**config.mk**
```make
export PLATFORM = sky130hd
export DESIGN_NAME = lpmc_cordic_cell
export DESIGN_NICKNAME = d
export VERILOG_FILES = /design/src/lpmc_pkg.sv /design/src/lpmc_cordic_cell.sv
export SDC_FILE = /design/constraint.sdc
export NUM_CORES = 1
export LEC_CHECK = 0
export BUFFER_PORTS_ARGS = -buffer_cell sky130_fd_sc_hd__buf_2
export CORE_AREA = 2 2 397 399
export DETAILED_ROUTE_END_ITERATION = 16
export DIE_AREA = 0 0 399 401
export SLEW_MARGIN = 20
export SYNTH_ARGS = -nofsm -noshare
export SYNTH_HDL_FRONTEND = slang
export SYNTH_SLANG_ARGS = --single-unit
```
**constraint.sdc**
```tcl
create_clock -name aclk -period 11.51 [get_ports aclk]
set_clock_uncertainty 0.05 [all_clocks]
set_input_delay 1.7265 -clock aclk [delete_from_list [all_inputs] [get_ports aclk]]
set_output_delay 1.7265 -clock aclk [all_outputs]
set_load 0.005 [all_outputs]
```
**src/lpmc_pkg.sv**
```systemverilog
// Shared types, constants and arithmetic helpers for the point deskew unit
`timescale 1ns / 1ps
package lpmc_pkg;

    localparam int FRAC_BITS     = 16;
    localparam int CORDIC_STAGES = 16;
    localparam int ANGLE_W       = 20;
    localparam int COORD_W       = 32;
    localparam int TAG_W         = 24;
    localparam int CFG_W         = 32;
    localparam int CFG_IDX_W     = 3;
    localparam int SHARE_W       = FRAC_BITS + 1;
    localparam int TEN_W         = FRAC_BITS + 4;
    localparam int CW            = 32;
    localparam int A30_W         = 36;
    localparam int OP_W          = COORD_W + 1;
    localparam int TERM_W        = 35;
    localparam int ACC_W         = 37;
    localparam int Q30_SHIFT     = 30 - FRAC_BITS;

    localparam logic signed [A30_W-1:0] Q30_PI      = 36'sd3373259426;
    localparam logic signed [A30_W-1:0] Q30_TWO_PI  = 36'sd6746518852;
    localparam logic signed [A30_W-1:0] Q30_HALF_PI = 36'sd1686629713;
    localparam logic signed [CW-1:0]    Q30_GAIN    = 32'sd652032874;
    localparam logic signed [CW-1:0]    Q30_ONE     = 32'sd1073741824;

    typedef enum logic [CFG_IDX_W-1:0] {
        REG_ANGLE_X,
        REG_ANGLE_Y,
        REG_ANGLE_Z,
        REG_SHIFT_X,
        REG_SHIFT_Y,
        REG_SHIFT_Z
    } cfg_reg_t;

    typedef logic [2:0][CW-1:0] lane3_t;

    typedef struct packed {
        logic                       mode;
        logic [2:0]                 neg;
        logic [TAG_W-1:0]           tag;
        logic [2:0][OP_W-1:0]       op;
        logic [2:0][COORD_W-1:0]    shift;
    } lpmc_side_t;

    function automatic logic signed [CW-1:0] atan_q30(input int idx);
        case (idx)
            0:  return 32'sd843314857;
            1:  return 32'sd497837829;
            2:  return 32'sd263043837;
            3:  return 32'sd133525159;
            4:  return 32'sd67021687;
            5:  return 32'sd33543516;
            6:  return 32'sd16775851;
            7:  return 32'sd8388437;
            8:  return 32'sd4194283;
            9:  return 32'sd2097149;
            10: return 32'sd1048576;
            11: return 32'sd524288;
            12: return 32'sd262144;
            13: return 32'sd131072;
            14: return 32'sd65536;
            15: return 32'sd32768;
            16: return 32'sd16384;
            17: return 32'sd8192;
            18: return 32'sd4096;
            19: return 32'sd2048;
            20: return 32'sd1024;
            21: return 32'sd512;
            22: return 32'sd256;
            23: return 32'sd128;
            default: return 32'sd0;
        endcase
    endfunction

    function automatic logic signed [CW-1:0] sat_q30(input logic signed [CW+1:0] v);
        if (v > (CW+2)'(Q30_ONE)) begin
            return Q30_ONE;
        end else if (v < -(CW+2)'(Q30_ONE)) begin
            return -Q30_ONE;
        end
        return CW'(v);
    endfunction

    function automatic logic signed [CW-1:0] mul30(input logic signed [CW-1:0] a,
                                                   input logic signed [CW-1:0] b);
        logic signed [2*CW-1:0] p;
        p = a * b;
        return CW'(p >>> 30);
    endfunction

endpackage

```
**src/lpmc_cordic_cell.sv**
```systemverilog
// One CORDIC rotation cell for the three angle lanes
`timescale 1ns / 1ps
module lpmc_cordic_cell #(
    parameter int STAGE = 0
) (
    input  logic               aclk,
    input  logic               aresetn,
    input  logic               en,
    input  logic               in_valid,
    input  lpmc_pkg::lane3_t   in_x,
    input  lpmc_pkg::lane3_t   in_y,
    input  lpmc_pkg::lane3_t   in_z,
    input  lpmc_pkg::lpmc_side_t in_side,
    output logic               out_valid,
    output lpmc_pkg::lane3_t   out_x,
    output lpmc_pkg::lane3_t   out_y,
    output lpmc_pkg::lane3_t   out_z,
    output lpmc_pkg::lpmc_side_t out_side
);
    import lpmc_pkg::*;

    localparam logic signed [CW-1:0] ATAN = atan_q30(STAGE);

    logic       valid_reg;
    lane3_t     x_reg, y_reg, z_reg;
    lane3_t     x_next, y_next, z_next;
    lpmc_side_t side_reg;

    always_comb begin
        for (int k = 0; k < 3; k++) begin
            if (!in_z[k][CW-1]) begin
                x_next[k] = in_x[k] - CW'($signed(in_y[k]) >>> STAGE);
                y_next[k] = in_y[k] + CW'($signed(in_x[k]) >>> STAGE);
                z_next[k] = in_z[k] - ATAN;
            end else begin
                x_next[k] = in_x[k] + CW'($signed(in_y[k]) >>> STAGE);
                y_next[k] = in_y[k] - CW'($signed(in_x[k]) >>> STAGE);
                z_next[k] = in_z[k] + ATAN;
            end
        end
    end

    always_ff @(posedge aclk) begin
        if (!aresetn) begin
            valid_reg <= 1'b0;
        end else if (en) begin
            valid_reg <= in_valid;
        end
    end

    always_ff @(posedge aclk) begin
        if (en) begin
            x_reg    <= x_next;
            y_reg    <= y_next;
            z_reg    <= z_next;
            side_reg <= in_side;
        end
    end

    assign out_valid = valid_reg;
    assign out_x     = x_reg;
    assign out_y     = y_reg;
    assign out_z     = z_reg;
    assign out_side  = side_reg;

endmodule

```
==> results.py, run 1 <==
metrics = {
    "status": {
        "status": "completed",
    },
    "placed_design": {
        "dpl.hpwl_um": 125000,
        "dpl_worst_slack_ps": 5580,
        "gp_congestion": 0.991,
        "io_buffers": 1026,
        "place_inst": 6390,
        "place_area_mm2": 0.0422,
    },
    "global_routing": {
        "grt_pass1_vias": 30000,
        "grt_max_degree": 155,
        "grtUsageTotal": 0.181,
        "grt_pass1_wl_um": 212000,
        "grt-ovfl-total": 0,
        "grt_antenna_before_repair": 52,
    },
    "floorplan": {
        "start_util": 0.224,
        "die-area_mm2": 0.160,
        "rows": 145,
        "die_h_um": 401,
        "io_pins": 1027,
        "fp.dieW_um": 399,
        "coreArea_mm2": 0.156,
    },
    "drt": {
        "firstDrtPassIters": 6,
        "drt_iter0_markers": 2556,
        "vias": 31000,
        "wl_per_cell_um": 23.4,
        "via_per_inst": 4.75,
        "remaining_drc_errors": 0,
        "routed_wirelength_um": 153000,
        "drtAntennaViolNets": 0,
    },
    "synth": {
        "synthFlopType": "edfxtp_1",
        "async_flop_share": 0,
        "synth_edf_count": 508,
        "synth-seq-cells": 509,
        "synth_warnings": 0,
        "synth_nets": 4341,
        "netlist_area_mm2": 0.0349,
        "seq_area_frac_synth": 0.437,
        "ys_types": 87,
        "syn_inst": 3421,
        "synth.avg_cell_area_um2": 10.2,
    },
    "cts": {
        "clock_latency_ps": 680,
        "hold_buffers": 0,
        "cts_buffers": 67,
        "cts_setup_buffers": 0,
        "path_clk_slew_ps": 60,
        "cts_tree": "built",
        "cts_sinks": 509,
        "postCtsResizedCells": 0,
        "h-tree-depth": 3,
        "clockBufferDepth": 3,
        "clockRootBuffer": "clkbuf_16",
    },
    "run": {
        "maxCapViolCount": 0,
    },
    "pwr": {
        "p_per_area_mw_per_mm2": 144,
        "leakage_nw": 19.7,
        "ir_drop_mv": 0.0887,
    },
    "setup_path": {
        "worstPathArrival_ps": 5710,
        "cp_num_buf_inv": 2,
        "slowest_stage": "a211oi_1",
        "worst_ep_required_time_ps": 11880,
        "crit_type": "in -> reg",
        "path_common_cell": "o31a_1",
        "critPathLaunchType": "input port",
        "critPathMaxStageDelay_ps": 480,
        "cp-end-kind": "flip-flop",
        "critPathTopFamily": "compound AO/OA/AOI/OAI gates",
        "crit_chain": "buf_2 -> inv_2 -> ha_1 -> nor2b_1 -> o31a_1 -> o211ai_1 -> a21boi_0 -> a21oi_1 -> o31a_1 -> a211oi_1 -> nor2_1 -> o21bai_1 -> a311oi_1 -> xnor2_1",
        "critPathMaxFanout": 18,
    },
    "sta": {
        "slew_headroom": 0.146,
        "hold_ws_ps": 478,
        "setup_violations": 0,
        "fin_tns_setup_ps": 0,
        "rsz0062_at_grt": "no",
        "final_max_slew_viol_count": 0,
        "worst_slack_ps": 6170,
        "max_freq_mhz": 187,
        "post-route-period-util": 0.464,
        "report.final.hold_viol_count": 0,
        "worst_pin_slew_ps": 1270,
        "post-route-min-period_ps": 5340,
    },
    "hold_path": {
        "hp-class": "reg -> reg",
    },
    "final_layout": {
        "fin_area_mm2": 0.0446,
        "finalNonFillerCells": 6525,
        "final_net_count": 5321,
        "drive_above_1_share": 0.269,
        "area_growth_pct": 27.7,
    },
}
[cell usage after synthesis (all sizes together), types with 25 or more instances]
cell type  number  area (um^2)
xnor2         209         1830
o211ai         25          188
a21o          108          811
o21bai         66          495
o21ai         190          955
nand3          58          290
edfxtp        508        15300
ha            396         4950
mux2i          44          440
buf            37          186
nand2         146          548
nor3           60          305
clkbuf         89          335
o21a           31          233
nor2b          45          282
xor2           53          464
a31oi          33          213
nand2b         39          244
nand4          28          175
nor2          268         1010
a21oi         358         1800
inv           296         1110
a211oi         31          238
[flip-flops by register name (all words and copies together) (netlist names)]
signal / cells
out_side: 223
out_valid: 1
out_y: 93
out_z: 96
out_x: 96
[worst paths after layout]
path / start / end / slack, ps / depth (start not counted)
max: in_z[95] / out_z[94] / 6170 / 14
min: out_valid / out_valid / 480 / 2
max reg2reg: out_valid / out_valid / 10870 / 2
min reg2reg: out_valid / out_valid / 480 / 2
[layer usage]
layer	wire length (um)	global-route usage
met1	61800	0.223
met2	70000	0.293
met3	15100	0.0582
met4	5380	0.0669
met5	260	0
[kinds of logic after synthesis]
logic type | share of synthesized area
DFF | 0.437
muxes | 0.0139
adders and majority gates | 0.147
xor gates and xnor gates | 0.0657
and+or+nand+nor | 0.102
AOI/OAI and AO/OA | 0.186
buffers and inverters | 0.0477
[per-stage QoR]
stage | utilization | power (mW)
floorplan | - | 3.34
global placement | 0.271 | 4.23
detailed placement | 0.271 | 4.22
CTS | 0.286 | 6.50
global route | 0.286 | 6.71
finish | 0.286 | 6.41
[cells in the final DEF, fill, tap and decap left out, types with 59 or more instances in the layout]
| cell | n |
|---|---|
| nor3_1 | 59 |
| o21bai_1 | 66 |
| nor2_1 | 268 |
| o21ai_0 | 181 |
| ha_1 | 396 |
| edfxtp_1 | 508 |
| clkbuf_16 | 67 |
| a21oi_1 | 356 |
| inv_1 | 294 |
| a21o_1 | 108 |
| nand2_1 | 146 |
| buf_2 | 1024 |
| xnor2_1 | 208 |
[worst min-delay path, stage by stage (launching register included)]
cell and delay (ps):
dfxtp_1 320, mux2i_1 60, nor2b_1 110
[cell type report]
class	instances	area (um^2)
Antenna cell	13	32.5
Sequential cell	509	15300
Clock inverter	45	598
Multi-Input combinational cell	2481	18000
Inverter	305	1140
Fill cell	16500	111000
Timing Repair Buffer	1037	5270
Clock buffer	77	1710
Tap cell	2058	2570
[where the power goes]
part	switching, mW	internal [mW]
combinational	1.06	0.658
sequential	0.132	2.36
clock	0.948	1.26
No activity file was read; power rests on OpenSTA's default activity.
==> inputs of run 2 (changes only) <==
--- a/config.mk
+++ b/config.mk
@@ -5,10 +5,11 @@
 export SDC_FILE = /design/constraint.sdc
 export NUM_CORES = 1
 export LEC_CHECK = 0
+export ABC_AREA = 1
 export BUFFER_PORTS_ARGS = -buffer_cell sky130_fd_sc_hd__buf_2
-export CORE_AREA = 2 2 397 399
+export CORE_AREA = 2 2 398 400
 export DETAILED_ROUTE_END_ITERATION = 16
-export DIE_AREA = 0 0 399 401
+export DIE_AREA = 0 0 400 402
 export SLEW_MARGIN = 20
 export SYNTH_ARGS = -nofsm -noshare
 export SYNTH_HDL_FRONTEND = slang
==> constraint.sdc (replaced) <==
create_clock -name aclk -period 5 [get_ports aclk]
set_clock_uncertainty 0.05 [all_clocks]
set_input_delay 0.75 -clock aclk [delete_from_list [all_inputs] [get_ports aclk]]
set_output_delay 0.75 -clock aclk [all_outputs]
set_load 0.005 [all_outputs]
==> run 2 against run 1 <==
Against the previous run: sequential power is 130% higher; worst hold slack worse by 280 ps; sequential share of layout area is 5.1 points lower; worst setup slack worse by 4200 ps; power is 140% higher; die area is 0.50% higher.
==> results.py, run 2 <==
metrics = {
    "placed_design": {
        "dpl_worst_slack_ps": 1440,
        "dpl.hpwl_um": 174000,
        "io_buffers": 1026,
        "place_area_mm2": 0.0501,
        "gp_congestion": 1.03,
        "place_inst": 9017,
    },
    "floorplan": {
        "fp.dieW_um": 400,
        "coreArea_mm2": 0.157,
        "die-area_mm2": 0.161,
        "start_util": 0.273,
        "io_pins": 1027,
        "die_h_um": 402,
        "rows": 146,
    },
    "cts": {
        "clock_latency_ps": 670,
        "h-tree-depth": 3,
        "hold_buffers": 0,
        "cts_setup_buffers": 0,
        "path_clk_slew_ps": 60,
        "cts_sinks": 509,
        "postCtsResizedCells": 0,
        "clockRootBuffer": "clkbuf_16",
        "clockBufferDepth": 3,
        "cts_tree": "built",
        "cts_buffers": 67,
    },
    "sta": {
        "worst_pin_slew_ps": 1080,
        "setup_violations": 0,
        "post-route-period-util": 0.601,
        "max_freq_mhz": 333,
        "final_max_slew_viol_count": 0,
        "fin_tns_setup_ps": 0,
        "rsz0062_at_grt": "no",
        "post-route-min-period_ps": 3010,
        "worst_slack_ps": 1990,
        "hold_ws_ps": 199,
        "slew_headroom": 0.275,
        "report.final.hold_viol_count": 0,
    },
    "synth": {
        "synth_edf_count": 508,
        "synthFlopType": "edfxtp_1",
        "yosysTopAreaCell": "edfxtp_1",
        "netlist_area_mm2": 0.0428,
        "synth_warnings": 0,
        "synth_area_leaders": "edfxtp_1, nand2_1, ha_1",
        "async_flop_share": 0,
        "synthTopCellsByCount": "nand2_1, inv_1, nor2_1",
        "synth_top_area_frac": 0.356,
        "yosysMostFrequentCell": "nand2_1",
        "ys_types": 43,
        "synth-seq-cells": 509,
        "synth_nets": 6946,
        "synth.avg_cell_area_um2": 7.11,
        "seq_area_frac_synth": 0.357,
        "syn_inst": 6026,
    },
    "pwr": {
        "ir_drop_mv": 0.222,
        "power_mw": 15.7,
        "p_per_area_mw_per_mm2": 300,
        "netSwitchingPower_mw": 5.77,
        "clockPowerShare": 0.329,
        "leakage_nw": 26.8,
        "intPower_mw": 9.93,
        "comb_power_share": 0.312,
        "seq_power_share": 0.359,
        "swShare": 0.368,
    },
    "setup_path": {
        "critPathLaunchType": "input port",
        "crit_type": "in -> reg",
        "rrSetupSlack_ps": 4300,
        "cp-end-kind": "flip-flop",
        "r2r-start": "out_valid",
        "startpoint": "in_z[63]",
        "reg2reg_depth": 2,
        "r2r-end": "out_valid",
        "worst_ep_required_time_ps": 5390,
        "worstPathArrival_ps": 3390,
        "setup.worst_path.end": "out_z[50]",
        "critPathMaxFanout": 36,
    },
    "drt": {
        "wl_per_cell_um": 22.5,
        "remaining_drc_errors": 0,
        "firstDrtPassIters": 6,
        "vias": 45000,
        "drt_iter0_markers": 4120,
        "via_per_inst": 4.91,
        "routed_wirelength_um": 206000,
        "drtAntennaViolNets": 0,
    },
    "final_layout": {
        "area_growth_pct": 22.4,
        "final_cell_mix": "nand2_1, buf_2, inv_1",
        "fin_area_mm2": 0.0524,
        "finalNonFillerCells": 9152,
        "final_common_cell": "nand2_1",
        "drive_above_1_share": 0.169,
        "final_net_count": 7934,
        "largest_reg_flops": 223,
        "fin_util": 0.334,
    },
    "global_routing": {
        "grt-ovfl-total": 0,
        "grt_antenna_before_repair": 39,
        "grt_pass1_wl_um": 288000,
        "grt_max_degree": 86,
        "grt_pass1_vias": 43100,
        "grtUsageTotal": 0.245,
    },
    "run": {
        "maxCapViolCount": 0,
    },
    "status": {
        "status": "completed",
    },
    "hold_path": {
        "hp-class": "in -> reg",
    },
}
## run 2: changes by cell type in the layout (fill, tap and decap cells not counted), moves of 39 or more
cell / previous run / this run
nand2_1: 146 / 1922
inv_1: 294 / 972
nand3_1: 58 / 513
nor2_1: 268 / 542
xnor2_1: 208 / 17
a21o_1: 108 / 10
xor2_1: 53 / 116
nand4_1: 28 / 77
nor2b_1: 45 / 0
mux2i_1: 44 / 5
nand2b_1: 39 / 0
## run 2: power groups by stage
stage,Sequential (mW),Combinational (mW),Clock (mW)
6_report,5.63,4.90,5.17
5_1_grt,5.67,5.31,5.46
4_1_cts,5.64,4.84,5.32
3_5_place_dp,5.72,4.81,0
3_3_place_gp,5.72,4.81,0
2_1_floorplan,5.62,2.49,0
## run 2: worst min-delay path by stage
stage,startpoint,end,slack (ps),depth (start not counted)
3_3_place_gp,out_valid,out_valid,480,2
6_report,in_side[204],out_side[204],200,1
3_5_place_dp,out_valid,out_valid,490,2
2_1_floorplan,out_valid,out_valid,470,2
4_1_cts,in_side[125],out_side[125],130,1
5_1_grt,in_side[94],out_side[94],160,1
## run 2: layout make-up
type / instances / area (um^2)
diodes: 17 / 42.5
repair buffers: 1046 / 5360
flip-flops and latches: 509 / 15300
inverters: 980 / 3680
clock buffers: 75 / 1710
well taps: 2072 / 2590
fillers: 17000 / 105000
multi-input cells: 4410 / 23200
clock inverters: 43 / 604
## run 2: cells by family after synthesis
family | Yosys count | synth area share
fa+ha+maj | 405 | 0.120
buf+inv | 1107 | 0.103
xor+xnor | 133 | 0.0272
flops | 509 | 0.357
mux | 5 | 0.00117
simple gates | 3162 | 0.303
compound gates | 705 | 0.0896
## run 2: metal layers
layer / vias up / GRT usage / routed length, um
met4: 34 / 0.167 / 15800
li1: 21400 / - / -
met3: 440 / 0.0511 / 15900
met2: 2031 / 0.408 / 95600
met1: 21100 / 0.282 / 78800
met5: - / 0 / 195
## run 2: worst max-delay path, cell delays in order
cell and delay [ps]:
buf_2 130, inv_2 550, ha_1 440, a21oi_1 370, o21ai_0 190, a21oi_1 370, o211ai_1 200, xor2_1 350
